[src/rtl/mpr_pkg.sv]
// Package for the motion pad report decoder: field widths, register indexes and codes.
`default_nettype none
package mpr_pkg;

	localparam int RawW   = 8;
	localparam int JoyW   = 9;
	localparam int AccRawW = 10;
	localparam int AccW   = 11;
	localparam int SensW  = 11;
	localparam int DeltaW = 12;
	localparam int PressW = 2;
	localparam int CfgIdxW = 3;
	localparam int CfgDataW = 11;

	localparam logic [RawW-1:0] OBF_KEY = 8'h17;

	localparam logic [RawW-1:0]  JOY_CENTER_RESET = 8'd114;
	localparam logic [AccRawW-1:0] ACC_OFFSET_RESET = 10'd0;
	localparam logic [SensW-1:0] SENS_RESET = 11'd10;

	localparam logic [CfgIdxW-1:0] REG_JOY_CENTER_X   = 3'd0;
	localparam logic [CfgIdxW-1:0] REG_JOY_CENTER_Y   = 3'd1;
	localparam logic [CfgIdxW-1:0] REG_ACCEL_OFFSET_X = 3'd2;
	localparam logic [CfgIdxW-1:0] REG_ACCEL_OFFSET_Y = 3'd3;
	localparam logic [CfgIdxW-1:0] REG_ACCEL_OFFSET_Z = 3'd4;
	localparam logic [CfgIdxW-1:0] REG_SENS_X         = 3'd5;
	localparam logic [CfgIdxW-1:0] REG_SENS_Y         = 3'd6;
	localparam logic [CfgIdxW-1:0] REG_SENS_Z         = 3'd7;

	localparam logic [PressW-1:0] PRESS_NONE = 2'd0;
	localparam logic [PressW-1:0] PRESS_Z    = 2'd1;
	localparam logic [PressW-1:0] PRESS_C    = 2'd2;

	// Undo the report byte scrambling: (b xor key) + key, modulo 256.
	function automatic logic [RawW-1:0] deobf(input logic [RawW-1:0] b);
		deobf = (b ^ OBF_KEY) + OBF_KEY;
	endfunction

endpackage
`default_nettype wire

[src/rtl/mpr_axis_track.sv]
// One accelerometer axis: last value and held change, updated once per transaction.
`default_nettype none
module mpr_axis_track (
	input  wire logic                              clk,
	input  wire logic                              arst_n,
	input  wire logic                              upd,
	input  wire logic signed [mpr_pkg::AccW-1:0]   acc,
	input  wire logic [mpr_pkg::SensW-1:0]         sens,
	output logic signed [mpr_pkg::DeltaW-1:0]      delta
);
	import mpr_pkg::*;

	logic signed [AccW-1:0]   prev_acc_q;
	logic signed [DeltaW-1:0] held_delta_q;
	logic signed [DeltaW-1:0] diff;
	logic [DeltaW-1:0]        mag;

	assign diff = {acc[AccW-1], acc} - {prev_acc_q[AccW-1], prev_acc_q};
	assign mag  = diff[DeltaW-1] ? (-diff) : diff;

	always_ff @(posedge clk or negedge arst_n) begin
		if (!arst_n) begin
			prev_acc_q   <= '0;
			held_delta_q <= '0;
		end else if (upd) begin
			// A last value of zero leaves the held change untouched.
			if (prev_acc_q != '0) begin
				held_delta_q <= (mag > {1'b0, sens}) ? diff : '0;
			end
			prev_acc_q <= acc;
		end
	end

	assign delta = held_delta_q;

endmodule
`default_nettype wire

[src/rtl/motion_pad_report_decode_core.sv]
// Top level of the motion pad report decoder: input register, decode, result register.
`default_nettype none
// Decodes one six-byte hand-controller report per transaction into centered joystick
// axes, offset-corrected 11-bit signed accelerations, per-axis held changes and the
// button state. One report is accepted every clock cycle while in_stall is low. A
// report is first held in the input register; its decode and threshold compare then
// feed the result and held-change registers, and the result register drives the output
// and loads only while it is empty or its transaction leaves. The held changes depend
// on the previous reports only through the per-axis last-value and held-change
// registers, which update as a result is loaded. Configuration writes take effect at
// once and are to be made while no transaction is in flight.
module motion_pad_report_decode_core (
	input  wire logic                                clk,
	input  wire logic                                arst_n,
	input  wire logic                                cfg_we,
	input  wire logic [mpr_pkg::CfgIdxW-1:0]         cfg_index,
	input  wire logic [mpr_pkg::CfgDataW-1:0]        cfg_data,
	input  wire logic                                in_valid,
	output logic                                     in_stall,
	input  wire logic [mpr_pkg::RawW-1:0]            raw_joy_x,
	input  wire logic [mpr_pkg::RawW-1:0]            raw_joy_y,
	input  wire logic [mpr_pkg::RawW-1:0]            raw_acc_x_hi,
	input  wire logic [mpr_pkg::RawW-1:0]            raw_acc_y_hi,
	input  wire logic [mpr_pkg::RawW-1:0]            raw_acc_z_hi,
	input  wire logic [mpr_pkg::RawW-1:0]            raw_misc,
	output logic                                     out_valid,
	input  wire logic                                out_stall,
	output logic signed [mpr_pkg::JoyW-1:0]          joy_x,
	output logic signed [mpr_pkg::JoyW-1:0]          joy_y,
	output logic signed [mpr_pkg::AccW-1:0]          acc_x,
	output logic signed [mpr_pkg::AccW-1:0]          acc_y,
	output logic signed [mpr_pkg::AccW-1:0]          acc_z,
	output logic signed [mpr_pkg::DeltaW-1:0]        delta_x,
	output logic signed [mpr_pkg::DeltaW-1:0]        delta_y,
	output logic signed [mpr_pkg::DeltaW-1:0]        delta_z,
	output logic [mpr_pkg::PressW-1:0]               pressed
);
	import mpr_pkg::*;

	// Configuration registers.
	logic [RawW-1:0]    joy_center_x_q;
	logic [RawW-1:0]    joy_center_y_q;
	logic [AccRawW-1:0] accel_offset_x_q;
	logic [AccRawW-1:0] accel_offset_y_q;
	logic [AccRawW-1:0] accel_offset_z_q;
	logic [SensW-1:0]   sens_x_q;
	logic [SensW-1:0]   sens_y_q;
	logic [SensW-1:0]   sens_z_q;

	// Input register.
	logic            valid_s1;
	logic [RawW-1:0] joy_x_s1;
	logic [RawW-1:0] joy_y_s1;
	logic [RawW-1:0] acc_x_hi_s1;
	logic [RawW-1:0] acc_y_hi_s1;
	logic [RawW-1:0] acc_z_hi_s1;
	logic [RawW-1:0] misc_s1;

	// Result register.
	logic                     valid_s2;
	logic signed [JoyW-1:0]   joy_x_s2;
	logic signed [JoyW-1:0]   joy_y_s2;
	logic signed [AccW-1:0]   acc_x_s2;
	logic signed [AccW-1:0]   acc_y_s2;
	logic signed [AccW-1:0]   acc_z_s2;
	logic [PressW-1:0]        pressed_s2;

	logic out_room;
	logic adv_s1;
	logic take_in;

	logic [RawW-1:0]        misc_dec;
	logic [AccRawW-1:0]     acc_x_raw;
	logic [AccRawW-1:0]     acc_y_raw;
	logic [AccRawW-1:0]     acc_z_raw;
	logic signed [AccW-1:0] acc_x_c;
	logic signed [AccW-1:0] acc_y_c;
	logic signed [AccW-1:0] acc_z_c;
	logic signed [JoyW-1:0] joy_x_c;
	logic signed [JoyW-1:0] joy_y_c;
	logic [PressW-1:0]      pressed_c;

	always_ff @(posedge clk or negedge arst_n) begin
		if (!arst_n) begin
			joy_center_x_q   <= JOY_CENTER_RESET;
			joy_center_y_q   <= JOY_CENTER_RESET;
			accel_offset_x_q <= ACC_OFFSET_RESET;
			accel_offset_y_q <= ACC_OFFSET_RESET;
			accel_offset_z_q <= ACC_OFFSET_RESET;
			sens_x_q         <= SENS_RESET;
			sens_y_q         <= SENS_RESET;
			sens_z_q         <= SENS_RESET;
		end else if (cfg_we) begin
			case (cfg_index)
				REG_JOY_CENTER_X:   joy_center_x_q   <= cfg_data[RawW-1:0];
				REG_JOY_CENTER_Y:   joy_center_y_q   <= cfg_data[RawW-1:0];
				REG_ACCEL_OFFSET_X: accel_offset_x_q <= cfg_data[AccRawW-1:0];
				REG_ACCEL_OFFSET_Y: accel_offset_y_q <= cfg_data[AccRawW-1:0];
				REG_ACCEL_OFFSET_Z: accel_offset_z_q <= cfg_data[AccRawW-1:0];
				REG_SENS_X:         sens_x_q         <= cfg_data[SensW-1:0];
				REG_SENS_Y:         sens_y_q         <= cfg_data[SensW-1:0];
				REG_SENS_Z:         sens_z_q         <= cfg_data[SensW-1:0];
				default: begin
				end
			endcase
		end
	end

	// The result register can load when it is empty or its transaction leaves now.
	assign out_room = !valid_s2 || !out_stall;
	assign adv_s1   = valid_s1 && out_room;
	assign in_stall = valid_s1 && !out_room;
	assign take_in  = in_valid && !in_stall;

	always_ff @(posedge clk or negedge arst_n) begin
		if (!arst_n) begin
			valid_s1 <= 1'b0;
		end else if (take_in || adv_s1) begin
			valid_s1 <= take_in;
		end
	end

	always_ff @(posedge clk) begin
		if (take_in) begin
			joy_x_s1    <= raw_joy_x;
			joy_y_s1    <= raw_joy_y;
			acc_x_hi_s1 <= raw_acc_x_hi;
			acc_y_hi_s1 <= raw_acc_y_hi;
			acc_z_hi_s1 <= raw_acc_z_hi;
			misc_s1     <= raw_misc;
		end
	end

	assign misc_dec  = deobf(misc_s1);
	assign acc_x_raw = {deobf(acc_x_hi_s1), misc_dec[3:2]};
	assign acc_y_raw = {deobf(acc_y_hi_s1), misc_dec[5:4]};
	assign acc_z_raw = {deobf(acc_z_hi_s1), misc_dec[7:6]};

	assign acc_x_c = {1'b0, acc_x_raw} - {1'b0, accel_offset_x_q};
	assign acc_y_c = {1'b0, acc_y_raw} - {1'b0, accel_offset_y_q};
	assign acc_z_c = {1'b0, acc_z_raw} - {1'b0, accel_offset_z_q};
	assign joy_x_c = {1'b0, joy_x_s1} - {1'b0, joy_center_x_q};
	assign joy_y_c = {1'b0, joy_y_s1} - {1'b0, joy_center_y_q};

	// Button bits are active low; the z button wins when both are down.
	always_comb begin
		if (!misc_dec[0]) begin
			pressed_c = PRESS_Z;
		end else if (!misc_dec[1]) begin
			pressed_c = PRESS_C;
		end else begin
			pressed_c = PRESS_NONE;
		end
	end

	always_ff @(posedge clk or negedge arst_n) begin
		if (!arst_n) begin
			valid_s2 <= 1'b0;
		end else if (out_room) begin
			valid_s2 <= valid_s1;
		end
	end

	always_ff @(posedge clk) begin
		if (adv_s1) begin
			joy_x_s2   <= joy_x_c;
			joy_y_s2   <= joy_y_c;
			acc_x_s2   <= acc_x_c;
			acc_y_s2   <= acc_y_c;
			acc_z_s2   <= acc_z_c;
			pressed_s2 <= pressed_c;
		end
	end

	// The held changes update on the same edge that loads the result register,
	// so they belong to the transaction on the output, unless a last value of zero kept them.
	mpr_axis_track u_axis_x (
		.clk    (clk),
		.arst_n (arst_n),
		.upd    (adv_s1),
		.acc    (acc_x_c),
		.sens   (sens_x_q),
		.delta  (delta_x)
	);

	mpr_axis_track u_axis_y (
		.clk    (clk),
		.arst_n (arst_n),
		.upd    (adv_s1),
		.acc    (acc_y_c),
		.sens   (sens_y_q),
		.delta  (delta_y)
	);

	mpr_axis_track u_axis_z (
		.clk    (clk),
		.arst_n (arst_n),
		.upd    (adv_s1),
		.acc    (acc_z_c),
		.sens   (sens_z_q),
		.delta  (delta_z)
	);

	assign out_valid = valid_s2;
	assign joy_x     = joy_x_s2;
	assign joy_y     = joy_y_s2;
	assign acc_x     = acc_x_s2;
	assign acc_y     = acc_y_s2;
	assign acc_z     = acc_z_s2;
	assign pressed   = pressed_s2;

endmodule
`default_nettype wire
[config.mk]
export PLATFORM = sky130hd
export DESIGN_NAME = motion_pad_report_decode_core
export DESIGN_NICKNAME = d
export VERILOG_FILES = /design/src/rtl/mpr_pkg.sv /design/src/rtl/mpr_axis_track.sv /design/src/rtl/motion_pad_report_decode_core.sv
export SDC_FILE = /design/constraint.sdc
export NUM_CORES = 1
export LEC_CHECK = 0
export CAP_MARGIN = 20
export CORE_UTILIZATION = 40
export CTS_CLUSTER_DIAMETER = 150
export DETAILED_ROUTE_END_ITERATION = 16
export DONT_BUFFER_PORTS = 1
export SYNTH_ARGS = -nofsm -noshare
export SYNTH_HDL_FRONTEND = slang
export SYNTH_SLANG_ARGS = --single-unit
[constraint.sdc]
create_clock -name clk -period 5.35 [get_ports clk]
set_input_delay 0.2675 -clock clk [delete_from_list [all_inputs] [get_ports clk]]
set_output_delay 0.2675 -clock clk [all_outputs]
set_load 0.01 [all_outputs]
==> results.yml, run 1 <==
routing:
  drcViolationCount: 0
  vias: 10200
  routed_wl_mm: 34.0
  dr.pass1.iters: 6
  drt-vias-per-instance: 5.12
  ant_nets: 0
  first_iter_violations: 357
  wl_per_cell_um: 17.0
setup_path:
  r2r-end: "u_axis_x.delta[11]"
  worstSetupEndpointType: "flip-flop"
  required_ps: 5800
  r2r-start: "misc_s1[0]"
  startpoint_type: "flip-flop"
  critPathKind: "reg2reg"
  regToRegSetupSlack_ps: -200
  rr_worst_depth: 27
  cp.arrival_ps: 6000
  worstPathMaxFanout: 3
synth:
  yosys_most_used_dff: "dfrtp_1"
  syn_nets: 1501
  avgSynthCellArea_um2: 10.7
  postSynthCellCount: 1307
  yosysTopAreaCell: "dfrtp_1"
  yosysTopAreaCellShare_pct: 24.3
  synth_edf_count: 101
  synth_cell_type_count: 71
  seq_area_frac_synth_pct: 48.5
  synthArstFlopShare_pct: 59.8
  synth-seq-cells: 251
  synth_warnings: 0
  synth.top_cells.by_area: "dfrtp_1 24%, edfxtp_1 22%, ha_1 11%"
  syn-cell-area_mm2: 0.0140
timing:
  fin_crit_sh_pct: 104
  period_needed_ps: 5550
  drv_slew: 0
  worst_clock_skew_ps: 23.8
  fmaxAchievable_ghz: 0.180
  worstMarginPinSlew_ps: 935
  hold_violations: 0
  max_slew_margin_pct: 37.3
  rsz0062_at_grt: "true"
  finalSetupViolCount: 36
  setup_ws_ps: -199
grt:
  track_usage_pct: 19.3
  grt_pass1_wl_mm: 55.1
  grt_pass1_vias: 10600
  grt-ovfl-total: 0
  grt_max_degree: 151
  antenna_found_initial: 1
flow_run:
  cap_viol_max_count: 0
floorplan:
  start_util_pct: 40.6
  io_pins: 158
  dieArea_mm2: 0.0358
  die_w_um: 189
  die_h_um: 189
  core_area_mm2: 0.0345
  std_cell_rows: 68
finish:
  multi_input_area_mm2: 0.00714
  utilization_pct: 51.7
  drive_above_1_share_pct: 24.4
  final_net_count: 1714
  syn2layout_area_growth_pct: 27.5
  regArea_mm2: 0.00680
  fill_cells: 3107
cts:
  clock_latency_ps: 580
  clk_path_buf_depth: 3
  cts_buffers: 30
  cts.clk_slew.worst_paths_ps: 60
  cts_root_buffer: "clkbuf_16"
  htree_levels: 1
  cts_tree: "done"
  cts.sinks: 251
min_path:
  hp-class: "in2reg"
  min_to: "joy_center_x_q[1]"
  hold_depth: 4
  hold_start: "cfg_index[0]"
outcome:
  status: "finished with violations"
  violations: "negative setup slack"
placement:
  place.gp.congestion: 0.871
  dp_hpwl_mm: 23.9
  io_buffers: 0
-- state kept, by name, indices dropped and copies added, names as in the netlist, 9 cells and up --
name	count
sens_z_q	11
u_axis_x.delta	12
u_axis_z.delta	12
u_axis_z.prev_acc_q	11
acc_x	11
sens_y_q	11
accel_offset_y_q	10
acc_y	11
u_axis_y.delta	12
accel_offset_z_q	10
accel_offset_x_q	10
u_axis_x.prev_acc_q	11
joy_x	9
sens_x_q	11
acc_z	11
joy_y	9
u_axis_y.prev_acc_q	11
-- final cells by class --
type / instances / share of cell area (%)
diodes: 2 / 0.0280
clock buffers: 39 / 4.84
clock inverters: 17 / 1.06
inverters: 144 / 3.03
multi-input cells: 889 / 39.9
flip-flops and latches: 251 / 38.1
well taps: 455 / 3.18
repair buffers: 204 / 9.86
-- worst max-delay path, cell delays in order (launching register included) --
cell       delay [ps]
edfxtp_1          400
ha_2              230
xor2_2            160
ha_2              210
fa_2              370
nor2b_1           120
o21ai_1            60
nand2b_1          100
a21o_1            130
nand2_2            80
nor2b_4           140
xnor2_2           130
ha_1              290
o21a_1            190
o21a_1            160
o22a_1            210
a2111o_1          400
o21ai_2           100
o21ai_2            80
xnor2_1           130
ha_1              320
a211o_4           360
nor2_2            170
a2111oi_4          90
a221oi_4          330
nor3_4             70
a22o_1            190
a31o_1            180
-- synthesized netlist by cell type, types with 5 or more instances --
cell type	number
nand4_1	7
inv_1	143
o21ai_0	95
edfxtp_1	101
nand3_1	22
nor3_1	24
nand2b_1	18
a211oi_1	8
clkbuf_1	22
o211ai_1	7
a21o_1	20
fa_1	8
a22o_1	15
dfrtp_1	136
o21a_1	28
dfstp_2	14
a21oi_1	44
nand4b_1	6
xor2_1	47
a211o_1	5
nor2b_1	22
a31oi_1	5
ha_1	119
nor2_1	64
nand2_1	126
mux2_2	62
o31a_1	6
xnor2_1	46
o21ai_1	5
nor4_1	10
o31ai_1	9
-- placed cells by master, fill, tap and decap left out, types with 16 or more instances in the layout --
cell           instances
nand3_1               19
o21ai_0               73
o21ai_2               16
dfrtp_1              136
xor2_1                39
mux2_2                62
edfxtp_1             101
nand2_1              117
clkbuf_16             32
inv_1                142
buf_4                130
o21a_1                28
a21o_1                20
nor3_1                21
nand2b_1              18
xnor2_1               42
dlygate4sd3_1         65
a21oi_1               42
nor2_1                59
ha_1                 111
nor2b_1               18
-- layer usage --
layer | GRT usage (%) | wire (um) | vias to the layer above
met5 | 0 | 0 | -
met4 | 6.17 | 1090 | 0
met3 | 4.89 | 1850 | 61
met2 | 31.9 | 15800 | 209
met1 | 24.7 | 15300 | 4928
li1 | - | - | 5041
-- logic make-up (layout without fill, tap and decap cells) --
kind of cell    Yosys count  count (layout)  share of synthesized area [%]
mux                      66              66                           5.26
other cells               0               2                              0
buf+inv                 167             404                           4.47
compound gates          282             282                           13.3
fa+ha+maj               127             127                           11.8
xor+xnor                 93              93                           5.81
flops                   251             251                           48.5
simple gates            321             321                           10.9
-- through the flow --
step | hold WS [ps] | setup TNS (ps) | cell area (um^2) | cells | setup WS (ps)
global route | 27.3 | -15420 | 17900 | 1999 | -512
floorplan | -28.1 | -69.1 | 14100 | 1307 | -69.1
detailed placement | -16.0 | -8820 | 15400 | 1848 | -380
global placement | -20.4 | -5180 | 15400 | 1848 | -259
CTS | 0.122 | -2760 | 17400 | 1984 | -188
finish | 25.5 | -3830 | 17900 | 2001 | -199
-- timing repair --
action | 4_1_cts | 5_1_grt
pin swaps | 31 | 48
gates cloned | 0 | 1
setup endpoints to repair | 36 | 36
gates resized for setup | 53 | 75
hold buffers | 66 | 0
buffers inserted | 14 | 12
endpoints found under the hold margin | 279 | 0
-- worst max-delay path by stage --
stage	from	end	cells after the start
after CTS	misc_s1[0]	u_axis_x.delta[11]	27
after global placement	misc_s1[0]	u_axis_x.delta[11]	27
after global routing	misc_s1[0]	u_axis_x.delta[11]	27
after floorplan	misc_s1[0]	u_axis_x.delta[11]	27
final	misc_s1[0]	u_axis_x.delta[11]	27
after detailed placement	misc_s1[0]	u_axis_x.delta[0]	25
Power of run 1 is not shown: default switching activity piles up to over one toggle a cycle in this logic, so the estimate is an artifact.
==> run 2, diff against run 1 <==
==> constraint.sdc (replaced) <==
create_clock -name clk -period 5.35 [get_ports clk]
set_input_delay 0.2675 -clock clk [delete_from_list [all_inputs] [get_ports clk]]
set_output_delay 0.2675 -clock clk [all_outputs]
set_load 0.05 [all_outputs]
==> run 2 against run 1 <==
- the flow still finishes with violations (negative setup slack)
- register-to-register slack hardly changed
- global-route usage stayed put
- wire length stayed put
- critical path depth stayed put
- via count stayed put
- die area stayed put
- non-clock buffer count stayed put
- critical endpoint unchanged
- largest cell class unchanged
- worst setup slack stayed put
- clock skew stayed put
- core utilization stayed put
- cell count stayed put
==> results.yml, run 2 (same netlist as run 1, synthesis figures left out) <==
floorplan:
  die_h_um: 189
  core_area_mm2: 0.0345
  die_w_um: 189
  std_cell_rows: 68
  start_util_pct: 40.6
  dieArea_mm2: 0.0358
  io_pins: 158
routing:
  ant_nets: 0
  routed_wl_mm: 34.0
  dr.pass1.iters: 6
  first_iter_violations: 357
  drcViolationCount: 0
  wl_per_cell_um: 17.0
  drt-vias-per-instance: 5.12
  vias: 10200
placement:
  place.gp.congestion: 0.871
  dp_hpwl_mm: 23.9
  placedCellCount: 1848
  io_buffers: 0
setup_path:
  worstPathMaxFanout: 3
  worstSetupEndpointType: "flip-flop"
  slowest_delay_ps: 400
  cp.arrival_ps: 6000
  startpoint_type: "flip-flop"
  critPathKind: "reg2reg"
  required_ps: 5800
  slowest_stage: "edfxtp_1"
timing:
  finalSetupTns_ps: -3840
  drv_slew: 0
  hold_violations: 0
  finalSetupViolCount: 36
  rsz0062_at_grt: "true"
  fmaxAchievable_ghz: 0.180
  worstMarginPinSlew_ps: 935
  setup_ws_ps: -199
  fin_crit_sh_pct: 104
  worst_clock_skew_ps: 23.8
  max_slew_margin_pct: 37.3
  period_needed_ps: 5550
outcome:
  status: "finished with violations"
  violations: "negative setup slack"
cts:
  clk_path_buf_depth: 3
  clock_latency_ps: 580
  cts.clk_slew.worst_paths_ps: 60
  cts_tree: "done"
  cts_root_buffer: "clkbuf_16"
  cts_buffers: 30
  cts.sinks: 251
  htree_levels: 1
grt:
  antenna_found_initial: 1
  grt_pass1_wl_mm: 55.1
  grt_pass1_vias: 10600
  grt-ovfl-total: 0
  grt_max_degree: 151
  track_usage_pct: 19.3
finish:
  multi_input_area_mm2: 0.00714
  final_net_count: 1714
  syn2layout_area_growth_pct: 27.5
  drive_above_1_share_pct: 24.4
  regArea_mm2: 0.00680
  mostFrequentLayoutCells: "142 x inv_1, 136 x dfrtp_1, 130 x buf_4"
  final_common_cell: "inv_1"
  utilization_pct: 51.7
  final_cells: 2001
  fill_cells: 3107
min_path:
  hp-class: "in2reg"
flow_run:
  cap_viol_max_count: 0
[run 2: worst max-delay path: cells and delay by family, from the launching register on]
family / cells / cell delay (ps)
AOI/OAI and AO/OA: 13 / 2480
xor gates and xnor gates: 3 / 420
adders and majority gates: 5 / 1420
DFF: 1 / 400
and+or+nand+nor: 6 / 680
[run 2: cell type report]
type | instances | area share, %
clock buffers | 39 | 4.84
repair buffers | 204 | 9.86
inverters | 144 | 3.03
flip-flops and latches | 251 | 38.1
clock inverters | 17 | 1.06
multi-input cells | 889 | 39.9
well taps | 455 | 3.18
diodes | 2 | 0.0280
[run 2: per-stage QoR]
stage	instance area [um^2]	setup WS, ps	hold WS, ps
after floorplan	14100	-69.1	-28.1
after global placement	15400	-259	-20.4
after detailed placement	15400	-380	-16.0
after CTS	17400	-188	0.122
after global routing	17900	-512	27.3
final	17900	-199	25.5
[run 2: metal layers]
| layer | track usage, % | up-vias | wire, um |
|---|---|---|---|
| met5 | 0 | - | 0 |
| met4 | 6.17 | 0 | 1090 |
| met3 | 4.89 | 61 | 1850 |
| met2 | 31.9 | 209 | 15800 |
| met1 | 24.7 | 4928 | 15300 |
| li1 | - | 5041 | - |
[run 2: final timing paths]
kind	start	to	slack, ps	depth (start not counted)
worst max-delay path	misc_s1[0]	u_axis_x.delta[11]	-200	27
max in group asynchronous	arst_n	u_axis_z.delta[6]	4320	2
worst max register to register	misc_s1[0]	u_axis_x.delta[11]	-200	27
worst min register to register	valid_s1	out_valid	490	1
worst min-delay path	cfg_index[0]	joy_center_x_q[1]	30	4
min in group asynchronous	arst_n	out_valid	280	2
[run 2: timing repair]
item	CTS	global route
pin swaps	31	48
buffers inserted	14	12
hold endpoints to repair	279	0
gates cloned	0	1
setup endpoints to repair	36	36
resized for setup	53	75
hold buffers	66	0
Power of run 2 is left out for the same reason.
